===== config.mk =====
export PLATFORM = sky130hd
export DESIGN_NAME = rational_arithmetic_unit
export DESIGN_NICKNAME = d
export VERILOG_FILES = /design/src/rtl/rau_pkg.sv /design/src/rtl/rau_divider.sv /design/src/rtl/rational_arithmetic_unit.sv
export VERILOG_INCLUDE_DIRS = /design/src /design/src/rtl
export SDC_FILE = /design/constraint.sdc
export NUM_CORES = 2
export LEC_CHECK = 0
export BUFFER_PORTS_ARGS = -buffer_cell sky130_fd_sc_hd__buf_4
export CAP_MARGIN = 30
export CELL_PAD_IN_SITES_DETAIL_PLACEMENT = 1
export CELL_PAD_IN_SITES_GLOBAL_PLACEMENT = 1
export CORE_ASPECT_RATIO = 0.7
export CORE_MARGIN = 5
export CORE_UTILIZATION = 35
export DETAILED_ROUTE_END_ITERATION = 12
export PLACE_DENSITY = 0.62
export SYNTH_ARGS = -nofsm -noshare
export SYNTH_HDL_FRONTEND = slang
export SYNTH_HIERARCHICAL = 1
export SYNTH_SLANG_ARGS = --single-unit

===== constraint.sdc =====
create_clock -name clk -period 26.8 [get_ports clk]
set_clock_uncertainty 0.2 [all_clocks]
set_input_delay 2.68 -clock clk [delete_from_list [all_inputs] [get_ports clk]]
set_output_delay 2.68 -clock clk [all_outputs]
set_load 0.1 [all_outputs]

===== src/rtl/rational_arithmetic_unit_defines.svh =====
// ============================================================================
// Assertion macros for the rational arithmetic unit
// Assertions compile in simulation and drop out when SYNTH is defined.
// ============================================================================
`ifndef RATIONAL_ARITHMETIC_UNIT_DEFINES_SVH
`define RATIONAL_ARITHMETIC_UNIT_DEFINES_SVH
`ifndef SYNTH
`define RAU_ASSERT_IMPL(label, clk, rst_n, prop) \
    label: assert property (@(posedge clk) disable iff (!rst_n) prop) \
        else $error("assertion failed");
`define RAU_ASSERT_NEXT(label, clk, rst_n, pre, post) \
    label: assert property (@(posedge clk) disable iff (!rst_n) (pre) |=> (post)) \
        else $error("assertion failed");
`else
`define RAU_ASSERT_IMPL(label, clk, rst_n, prop)
`define RAU_ASSERT_NEXT(label, clk, rst_n, pre, post)
`endif
`endif


===== src/rtl/rau_pkg.sv =====
// ============================================================================
// rau_pkg
// Shared codes and types of the rational arithmetic unit.
// ============================================================================
`default_nettype none
package rau_pkg;
    localparam logic [2:0] OP_ADD = 3'd0;
    localparam logic [2:0] OP_SUB = 3'd1;
    localparam logic [2:0] OP_MUL = 3'd2;
    localparam logic [2:0] OP_DIV = 3'd3;
    localparam logic [2:0] OP_NEG = 3'd4;
    localparam logic [2:0] OP_RED = 3'd5;

    // Divider request and reply between sequencer and divider.
    typedef struct packed {
        logic        start;
        logic [63:0] dividend;
        logic [63:0] divisor;
    } div_req_t;

    typedef struct packed {
        logic        done;
        logic [63:0] quot;
        logic [63:0] rem;
    } div_rsp_t;
endpackage
`default_nettype wire


===== src/rtl/rau_divider.sv =====
// ============================================================================
// rau_divider
// Unsigned 64-bit restoring divider, one quotient bit per cycle.
// ============================================================================
`default_nettype none
`include "rational_arithmetic_unit_defines.svh"
module rau_divider
(
    input  wire logic             clk,
    input  wire logic             rst_n,
    input  rau_pkg::div_req_t     req,
    output rau_pkg::div_rsp_t     rsp
);
    import rau_pkg::*;

    logic        busy_reg, busy_next;
    logic [5:0]  cnt_reg, cnt_next;
    logic [63:0] q_reg, q_next;
    logic [64:0] r_reg, r_next;
    logic [63:0] d_reg, d_next;
    logic        done_reg, done_next;
    logic [64:0] shifted;
    logic [64:0] diff;

    always_comb
    begin
        shifted   = {r_reg[63:0], q_reg[63]};
        diff      = shifted - {1'b0, d_reg};
        busy_next = busy_reg;
        cnt_next  = cnt_reg;
        q_next    = q_reg;
        r_next    = r_reg;
        d_next    = d_reg;
        done_next = 1'b0;
        if (req.start)
        begin
            busy_next = 1'b1;
            cnt_next  = 6'd0;
            q_next    = req.dividend;
            r_next    = 65'd0;
            d_next    = req.divisor;
        end
        else if (busy_reg)
        begin
            if (diff[64])
            begin
                r_next = shifted;
                q_next = {q_reg[62:0], 1'b0};
            end
            else
            begin
                r_next = diff;
                q_next = {q_reg[62:0], 1'b1};
            end
            cnt_next = cnt_reg + 6'd1;
            if (cnt_reg == 6'd63)
            begin
                busy_next = 1'b0;
                done_next = 1'b1;
            end
        end
    end

    always_ff @(posedge clk or negedge rst_n)
    begin
        if (!rst_n)
        begin
            busy_reg <= 1'b0;
            done_reg <= 1'b0;
            cnt_reg  <= 6'd0;
        end
        else
        begin
            busy_reg <= busy_next;
            done_reg <= done_next;
            cnt_reg  <= cnt_next;
        end
    end

    always_ff @(posedge clk)
    begin
        q_reg <= q_next;
        r_reg <= r_next;
        d_reg <= d_next;
    end

    assign rsp.done = done_reg;
    assign rsp.quot = q_reg;
    assign rsp.rem  = r_reg[63:0];

    `RAU_ASSERT_NEXT(a_done_after_busy, clk, rst_n, busy_reg && &cnt_reg && !req.start, done_reg)
    `RAU_ASSERT_IMPL(a_done_not_busy, clk, rst_n, done_reg |-> !busy_reg)
    `RAU_ASSERT_NEXT(a_start_busy, clk, rst_n, req.start, busy_reg)
endmodule
`default_nettype wire


===== src/rtl/rational_arithmetic_unit.sv =====
// ============================================================================
// rational_arithmetic_unit
// Fraction add, subtract, multiply, divide, negate and reduce with GCD.
// ============================================================================
//  channel | direction | handshake           | payload
//  input   | in        | in_valid/in_ready   | operation, a_num, a_den, b_num, b_den
//  output  | out       | out_valid/out_ready | res_num, res_den, ok
//
// Each transaction is worked by a sequencer around one 64-bit divider that
// produces one quotient bit per cycle. Products are formed one 33x33 signed
// multiply per cycle. Euclid's algorithm runs one modulo per step, then two
// divisions reduce the fraction. in_ready is high only when the sequencer is
// idle and the result register is empty.
// Reset clears the control state; the result waits as long as out_ready is low.
`default_nettype none
`include "rational_arithmetic_unit_defines.svh"
module rational_arithmetic_unit
(
    input  wire logic        clk,
    input  wire logic        rst_n,
    input  wire logic        in_valid,
    output logic             in_ready,
    input  wire logic [2:0]  operation,
    input  wire logic signed [31:0] a_num,
    input  wire logic [31:0] a_den,
    input  wire logic signed [31:0] b_num,
    input  wire logic [31:0] b_den,
    output logic             out_valid,
    input  wire logic        out_ready,
    output logic signed [31:0] res_num,
    output logic [31:0]      res_den,
    output logic             ok
);
    import rau_pkg::*;

    localparam logic [3:0] S_IDLE  = 4'd0;
    localparam logic [3:0] S_PREP  = 4'd1;  // dispatch; pre-step (negate b or a / reciprocal of b)
    localparam logic [3:0] S_M1    = 4'd2;
    localparam logic [3:0] S_M2    = 4'd3;
    localparam logic [3:0] S_M3    = 4'd4;
    localparam logic [3:0] S_COMB  = 4'd5;
    localparam logic [3:0] S_RED   = 4'd6;  // reduction entry
    localparam logic [3:0] S_GCD   = 4'd7;
    localparam logic [3:0] S_GWAIT = 4'd8;
    localparam logic [3:0] S_DNUM  = 4'd9;
    localparam logic [3:0] S_WNUM  = 4'd10;
    localparam logic [3:0] S_DDEN  = 4'd11;
    localparam logic [3:0] S_WDEN  = 4'd12;
    localparam logic [3:0] S_FAIL  = 4'd13;
    localparam logic [3:0] S_BRED  = 4'd14; // b was reduced, now continue

    logic [3:0]  state_reg, state_next;
    logic [2:0]  op_reg, op_next;
    logic signed [32:0] an_reg, an_next;
    logic [31:0] ad_reg, ad_next;
    logic signed [32:0] bn_reg, bn_next;
    logic [31:0] bd_reg, bd_next;
    logic        bpass_reg, bpass_next;  // reducing b as pre-step
    logic signed [64:0] p1_reg, p1_next;
    logic signed [64:0] p2_reg, p2_next;
    logic [63:0] pd_reg, pd_next;
    logic signed [32:0] rn_reg, rn_next;   // fraction under reduction
    logic [31:0] rd_reg, rd_next;
    logic [31:0] gm_reg, gm_next;
    logic [31:0] gn_reg, gn_next;
    logic        neg_reg, neg_next;
    logic [31:0] qn_reg, qn_next;
    logic        ov_reg, ov_next;
    logic signed [31:0] on_reg, on_next;
    logic [31:0] od_reg, od_next;
    logic        ook_reg, ook_next;
    div_req_t    dreq;
    div_rsp_t    drsp;

    // Shared 33x33 signed multiplier operands.
    logic signed [32:0] mul_a, mul_b;
    logic signed [65:0] mul_p;
    logic signed [65:0] sum;
    logic [32:0] mag;

    assign mul_p = mul_a * mul_b;
    assign sum   = {p1_reg[64], p1_reg} + {p2_reg[64], p2_reg};
    assign mag   = rn_reg[32] ? 33'(-rn_reg) : 33'(rn_reg);

    rau_divider u_div (.clk(clk), .rst_n(rst_n), .req(dreq), .rsp(drsp));

    assign in_ready  = (state_reg == S_IDLE) && !ov_reg;
    assign out_valid = ov_reg;
    assign res_num   = on_reg;
    assign res_den   = od_reg;
    assign ok        = ook_reg;

    always_comb
    begin
        state_next = state_reg;
        op_next = op_reg; an_next = an_reg; ad_next = ad_reg;
        bn_next = bn_reg; bd_next = bd_reg; bpass_next = bpass_reg;
        p1_next = p1_reg; p2_next = p2_reg; pd_next = pd_reg;
        rn_next = rn_reg; rd_next = rd_reg; gm_next = gm_reg; gn_next = gn_reg;
        neg_next = neg_reg; qn_next = qn_reg;
        ov_next = ov_reg; on_next = on_reg; od_next = od_reg; ook_next = ook_reg;
        dreq.start = 1'b0; dreq.dividend = 64'd0; dreq.divisor = 64'd1;
        mul_a = an_reg; mul_b = 33'(signed'({1'b0, bd_reg}));
        if (ov_reg && out_ready)
            ov_next = 1'b0;
        case (state_reg)
            S_IDLE:
            begin
                if (in_valid && in_ready)
                begin
                    op_next = operation;
                    an_next = 33'(a_num); ad_next = a_den;
                    bn_next = 33'(b_num); bd_next = b_den;
                    bpass_next = 1'b0;
                    state_next = S_PREP;
                end
            end
            S_PREP:
            begin
                case (op_reg)
                    OP_ADD, OP_MUL: state_next = S_M1;
                    OP_SUB:
                    begin
                        if (bn_reg == -33'sd2147483648) state_next = S_FAIL;
                        else
                        begin
                            rn_next = -bn_reg; rd_next = bd_reg;
                            bpass_next = 1'b1; state_next = S_RED;
                        end
                    end
                    OP_DIV:
                    begin
                        if (bn_reg == 33'sd0 || bd_reg[31]) state_next = S_FAIL;
                        else
                        begin
                            rn_next = bn_reg[32] ? -33'(signed'({1'b0, bd_reg}))
                                                 : 33'(signed'({1'b0, bd_reg}));
                            rd_next = 32'(bn_reg[32] ? -bn_reg : bn_reg);
                            bpass_next = 1'b1; state_next = S_RED;
                        end
                    end
                    OP_NEG:
                    begin
                        if (an_reg == -33'sd2147483648) state_next = S_FAIL;
                        else
                        begin
                            rn_next = -an_reg; rd_next = ad_reg; state_next = S_RED;
                        end
                    end
                    OP_RED:
                    begin
                        rn_next = an_reg; rd_next = ad_reg; state_next = S_RED;
                    end
                    default: state_next = S_FAIL;
                endcase
            end
            S_BRED:
            begin
                bn_next = 33'(on_reg); bd_next = od_reg;
                bpass_next = 1'b0;
                state_next = S_M1;
            end
            S_M1:
            begin
                mul_a = an_reg;
                mul_b = (op_reg == OP_ADD || op_reg == OP_SUB)
                        ? 33'(signed'({1'b0, bd_reg})) : bn_reg;
                p1_next = 65'(mul_p);
                state_next = S_M2;
            end
            S_M2:
            begin
                mul_a = bn_reg;
                mul_b = 33'(signed'({1'b0, ad_reg}));
                p2_next = 65'(mul_p);
                state_next = S_M3;
            end
            S_M3:
            begin
                mul_a = 33'(signed'({1'b0, ad_reg}));
                mul_b = 33'(signed'({1'b0, bd_reg}));
                pd_next = 64'(mul_p);
                state_next = S_COMB;
            end
            S_COMB:
            begin
                if (op_reg == OP_MUL || op_reg == OP_DIV)
                    p2_next = 65'sd0;
                state_next = S_RED;
                // Range checks happen below on the numerator product or sum and on the denominator product.
                if (op_reg == OP_MUL || op_reg == OP_DIV)
                begin
                    if (p1_reg > 65'sd2147483647 || p1_reg < -65'sd2147483648
                        || pd_reg[63:32] != 32'd0)
                        state_next = S_FAIL;
                    else
                    begin
                        rn_next = 33'(p1_reg); rd_next = pd_reg[31:0];
                    end
                end
                else
                begin
                    if (sum > 66'sd2147483647 || sum < -66'sd2147483648
                        || pd_reg[63:32] != 32'd0)
                        state_next = S_FAIL;
                    else
                    begin
                        rn_next = 33'(sum); rd_next = pd_reg[31:0];
                    end
                end
            end
            S_RED:
            begin
                if (rd_reg == 32'd0)
                    state_next = S_FAIL;
                else
                begin
                    gm_next = mag[31:0]; gn_next = rd_reg;
                    neg_next = rn_reg[32];
                    state_next = S_GCD;
                end
            end
            S_GCD:
            begin
                if (gn_reg == 32'd0)
                    state_next = S_DNUM;
                else
                begin
                    dreq.start = 1'b1;
                    dreq.dividend = {32'd0, gm_reg};
                    dreq.divisor = {32'd0, gn_reg};
                    state_next = S_GWAIT;
                end
            end
            S_GWAIT:
            begin
                if (drsp.done)
                begin
                    gm_next = gn_reg; gn_next = drsp.rem[31:0];
                    state_next = S_GCD;
                end
            end
            S_DNUM:
            begin
                dreq.start = 1'b1;
                dreq.dividend = {31'd0, mag};
                dreq.divisor = {32'd0, gm_reg};
                state_next = S_WNUM;
            end
            S_WNUM:
            begin
                if (drsp.done)
                begin
                    qn_next = drsp.quot[31:0];
                    state_next = S_DDEN;
                end
            end
            S_DDEN:
            begin
                dreq.start = 1'b1;
                dreq.dividend = {32'd0, rd_reg};
                dreq.divisor = {32'd0, gm_reg};
                state_next = S_WDEN;
            end
            S_WDEN:
            begin
                if (drsp.done)
                begin
                    on_next = neg_reg ? -signed'(qn_reg) : signed'(qn_reg);
                    od_next = drsp.quot[31:0];
                    if (bpass_reg)
                        state_next = S_BRED;
                    else
                    begin
                        ook_next = 1'b1; ov_next = 1'b1; state_next = S_IDLE;
                    end
                end
            end
            S_FAIL:
            begin
                on_next = 32'sd0; od_next = 32'd0; ook_next = 1'b0;
                ov_next = 1'b1; state_next = S_IDLE;
            end
            default: state_next = S_IDLE;
        endcase
    end

    always_ff @(posedge clk or negedge rst_n)
    begin
        if (!rst_n)
        begin
            state_reg <= S_IDLE;
            ov_reg    <= 1'b0;
        end
        else
        begin
            state_reg <= state_next;
            ov_reg    <= ov_next;
        end
    end

    always_ff @(posedge clk)
    begin
        op_reg <= op_next; an_reg <= an_next; ad_reg <= ad_next;
        bn_reg <= bn_next; bd_reg <= bd_next; bpass_reg <= bpass_next;
        p1_reg <= p1_next; p2_reg <= p2_next; pd_reg <= pd_next;
        rn_reg <= rn_next; rd_reg <= rd_next; gm_reg <= gm_next; gn_reg <= gn_next;
        neg_reg <= neg_next; qn_reg <= qn_next;
        on_reg <= on_next; od_reg <= od_next; ook_reg <= ook_next;
    end

    `RAU_ASSERT_IMPL(a_ready_idle, clk, rst_n, in_ready |-> state_reg == S_IDLE)
    `RAU_ASSERT_IMPL(a_fail_zero, clk, rst_n, (out_valid && !ok) |-> {res_num, res_den} == 64'd0)
    `RAU_ASSERT_IMPL(a_ok_den, clk, rst_n, (out_valid && ok) |-> res_den != 32'd0)
    `RAU_ASSERT_NEXT(a_accept_leaves_idle, clk, rst_n, in_valid && in_ready, state_reg == S_PREP)
endmodule
`default_nettype wire


# == After elaboration in Yosys (flattened, before gate mapping) ==
# Cells that the tools add are included.
# Widths: inputs -> output; s select.
# word_totals
regBits,759
output_inout_bits,67
wordCells,192
# op_classes
addsub,8
mul,1
magnitude_cmp,4
n_eq_ne,36
n_mux,80
n_bitwise,1
n_reduce_logical,36
# op_table
cell,count
$mux 32,15
$pmux 129 s3,1
$pmux 32 s2,6
$mux 33,10
$pmux 33 s2,4
$mux 64,3
$pmux 33 s4,1
$pmux 65 s2,1
$mux 129,1
$pmux 32 s4,1
$add 65x65->66,1
$gt 66x32->1 const B,1
$lt 66x32->1 const B,1
$neg 32->33,2
$neg 33->33,2
$gt 65x32->1 const B,1
$lt 65x32->1 const B,1
$mul 33x33->65,1
$mux 65,1
$sub 65x64->65,1
$logic_not 32->1,2
$pmux 4 s14,1
$mux 4,12
$eq 33x32->1 const B,1
other kinds (36),95

# == Longest topological paths before layout ==
# depth
depth_word,7
depth_mapped,41
depth_no_buf,37

# == Hierarchy ==
# Netlist, hierarchy kept.
# by_module_without_submodules
mod,instances,cells_per_inst,area_per_inst_um2,seq_area_each_um2
rational_arithmetic_unit,1,7234,69472.9,16731.0
rau_divider,1,1249,12393.1,5325.1

# == Worst setup path after synthesis ==
# No wires, ideal clock.
# synth_path
path_type,register -> register
start,register state_reg[2]
end,"register p1_reg[63], data pin"
setup_time_ps,278
t_arrival_ps,12501
slack_ps,13821
stages_incl_launch_ff,37
period_less_slack_ps,12979
path_cell_list,dfrtp_1 clkbuf_1 or2_2 nor2_1 o21a_1 clkbuf_1 clkbuf_1 nand2_1 nand2_1 clkbuf_1 nand2_1 fa_1 inv_1 fa_1 fa_1 inv_1 fa_1 inv_1 fa_1 fa_1 fa_1 inv_1 fa_1 inv_1 ha_1 a21o_1 a21o_1 a2111o_1 a41oi_1 o21a_1 nor4_1 a311o_1 a21oi_1 o31ai_1 a211oi_1 o21ai_0 xor2_1
# synth_via
elab_chain_cells,3
# synth_lines
item,line_no,text
start: declaration,rational_arithmetic_unit.sv:52,"logic [3:0] state_reg, state_next;"
start signal: assignment,rational_arithmetic_unit.sv:297,state_reg <= state_next;
$eq 4x3->1 or $eq 4x2->1 (tied branches),rational_arithmetic_unit.sv:106,case (state_reg)
$pmux 33 s2,rational_arithmetic_unit.sv:106,
$mul 33x33->65 (*),rational_arithmetic_unit.sv:81,assign mul_p = mul_a * mul_b;
via mul_p[63],rational_arithmetic_unit.sv:77,logic signed [65:0] mul_p;
end signal: assignment,rational_arithmetic_unit.sv:306,p1_reg <= p1_next; p2_reg <= p2_next; pd_reg <= pd_next;
end: declaration,rational_arithmetic_unit.sv:59,"logic signed [64:0] p1_reg, p1_next;"
# The timed path passes the listed nets; every way through them passes the cells marked *.
# A chain may end at the register's enable or synchronous reset.

# == Worst setup path in the final report ==
# Same ends and word-level chain as after synthesis.

==> reports/metrics.yaml <==
run_status:
  outcome: "completed"
floorplanning:
  core_area_sq_um: 233000
  start_util_pct: 35.2
  io_pins: 202
  num_rows: 148
  die_h_um: 415
  die_area_sq_um: 244000
  die_w_um: 588
timing:
  drv_slew: 0
  maxSlewHeadroom_pct: 12.2
  fmax_ghz: 0.0768
  tns_ns: 0
  tightest_slew_ns: 1.30
  rsz0062_at_grt: "false"
  fin_crit_sh_pct: 48.6
  worst_slack_ns: 13.78
  setup_viol: 0
  hold_violations: 0
  finalCriticalPeriod_ns: 13.02
min_path:
  min_to: "qn_reg[9]$_DFFE_PP_"
  min_path_cells: 0
  hold_path.class: "reg -> reg"
  hold_start: "u_div/q_reg[9]$_DFFE_PP_"
critical_path:
  crit_arrival_ns: 13.27
  crit_top_cell: "fa_1"
  reg2reg_depth: 34
  critical_path.slowest_cell: "dfrtp_1"
  end_kind: "flop"
  r2r-start: "state_reg[2]$_DFFE_PN0P_"
  reg2reg_to: "p1_reg[63]$_DFFE_PN_"
  critPathLaunchType: "flop"
  path_delay_family: "adder cells"
  critPathKind: "reg -> reg"
  crit_path_max_fanout: 57
  cp_data_required_time_ns: 27.04
  timing.critical_path.buf_inv: 8
  reg2reg_slack_ns: 13.78
  slowest_delay_ns: 0.73
synthesis:
  seq_area_frac_synth_pct: 26.9
  synth_cell_types: 110
  yosysTopAreaCell: "fa_1"
  ys.flop_type: "edfxtp_1"
  synth.area.top_cells: "fa_1, edfxtp_1, inv_1"
  synth-edff-count: 681
  syn_inst: 8483
  netlist_area_sq_um: 81900
  async_flop_share_pct: 1.72
  yosys_warnings: 6
  yosysMostFrequentCell: "inv_1"
  synth_top_area_share_pct: 27.8
  ys_ff_latch: 758
  syn_area_per_cell_sq_um: 9.65
  synth_common_cells: "inv_1, fa_1, nor2_1, nand2_1, edfxtp_1"
route:
  drt_iter0_markers: 7377
  via_per_inst: 5.68
  vias: 66600
  route.detailed.drc: 0
  wl_per_cell_um: 30.3
  first_pass_iters: 8
  drt_wl_total_mm: 356
  postRouteAntennaNets: 0
finish:
  drive_gt1_share_pct: 10.0
  fin_cells: 11700
  area_growth_pct: 10.5
  fin_util_pct: 38.9
  nets: 10200
clock_network:
  cts_hold_buf: 0
  clkLatencyLatePin_ns: 0.75
  numCtsBuffers: 84
  cts.sink_count: 758
  clock_path_buffers: 3
  h-tree-depth: 3
  cts.clk_slew.worst_paths_ns: 0.07
  tritoncts: "built"
  post_cts_resized: 0
  cts_root_buf: "clkbuf_16"
  post_cts_buffers: 0
global_route:
  grt_pass1_vias: 69100
  grt_pass1_wl_mm: 514
  antenna_found_initial: 46
  grtUsageTotal_pct: 28.9
  grt_max_degree: 114
  overflow: 0
placement:
  place_congestion: 0.978
  portBuffers: 201
  pre_cts_ws_ns: 14.09
  dp_hpwl_mm: 282
  dp_cells: 11500
job:
  max-cap-violations: 0
## layout make-up
class                   count  area, sq um
repair buffers            389         3080
multi-input cells        6045        53700
clock buffers              99         2180
well taps                3075         3850
fillers                 26300       142000
flip-flops and latches    758        22100
diodes                     14         35.0
inverters                1286         4830
clock inverters            58          777
## stage by stage
stage / hold WS, ns / instance area, sq um
5_1_grt: 0.304 / 90500
3_3_place_gp: 0.262 / 87200
4_1_cts: 0.285 / 90300
6_report: 0.286 / 90500
3_5_place_dp: 0.274 / 87400
2_1_floorplan: 0.237 / 82100
## per-layer routing
| metal | global-route usage, % | share of wire (%) | up-vias |
|---|---|---|---|
| met5 | 0 | 0.0037 | - |
| met4 | 8.70 | 3.6 | 2 |
| met3 | 8.77 | 11 | 468 |
| met2 | 38.8 | 39 | 3104 |
| met1 | 43.9 | 46 | 35000 |
| li1 | - | - | 28000 |
## kinds of logic (layout without fill, tap and decap cells)
logic type,Yosys count,count (layout),share of synthesized area (%)
buffers and inverters,1742,1832,8.15
AOI/OAI and AO/OA,1359,1359,11.4
adders and majority gates,1489,1489,33.2
other,1,77,0.00458
DFF,758,758,26.9
muxes,185,185,2.51
and+or+nand+nor,2611,2611,14.2
xor gates and xnor gates,338,338,3.62
## worst max-delay path by stage
stage	start	endpoint	slack (ns)	cells after the start
after floorplan	state_reg[2]$_DFFE_PN0P_	p1_reg[63]$_DFFE_PN_	13.82	36
after global placement	state_reg[2]$_DFFE_PN0P_	p1_reg[63]$_DFFE_PN_	14.27	34
after detailed placement	state_reg[2]$_DFFE_PN0P_	p1_reg[63]$_DFFE_PN_	14.09	34
after CTS	state_reg[2]$_DFFE_PN0P_	p1_reg[63]$_DFFE_PN_	14.03	34
after global routing	state_reg[2]$_DFFE_PN0P_	p1_reg[63]$_DFFE_PN_	13.38	34
final	state_reg[2]$_DFFE_PN0P_	p1_reg[63]$_DFFE_PN_	13.78	34
## cell usage in the layout (no fill, tap or decap), types with 60 or more instances in the layout
| cell | instances |
|---|---|
| nand3_1 | 74 |
| ha_1 | 351 |
| inv_1 | 1282 |
| a21oi_1 | 341 |
| o21ai_0 | 214 |
| and2_1 | 114 |
| dfxtp_1 | 64 |
| a211oi_1 | 63 |
| nand4_1 | 67 |
| buf_4 | 375 |
| nor2_1 | 951 |
| clkbuf_16 | 84 |
| mux2_2 | 162 |
| a21o_1 | 122 |
| xnor2_1 | 158 |
| fa_1 | 1138 |
| nor3_1 | 100 |
| a22oi_1 | 82 |
| xor2_1 | 168 |
| nor4_1 | 60 |
| conb_1 | 63 |
| nand2_1 | 916 |
| edfxtp_1 | 681 |
Power is not shown: default switching activity piles up to over one toggle a cycle in this logic, so the estimate is an artifact.
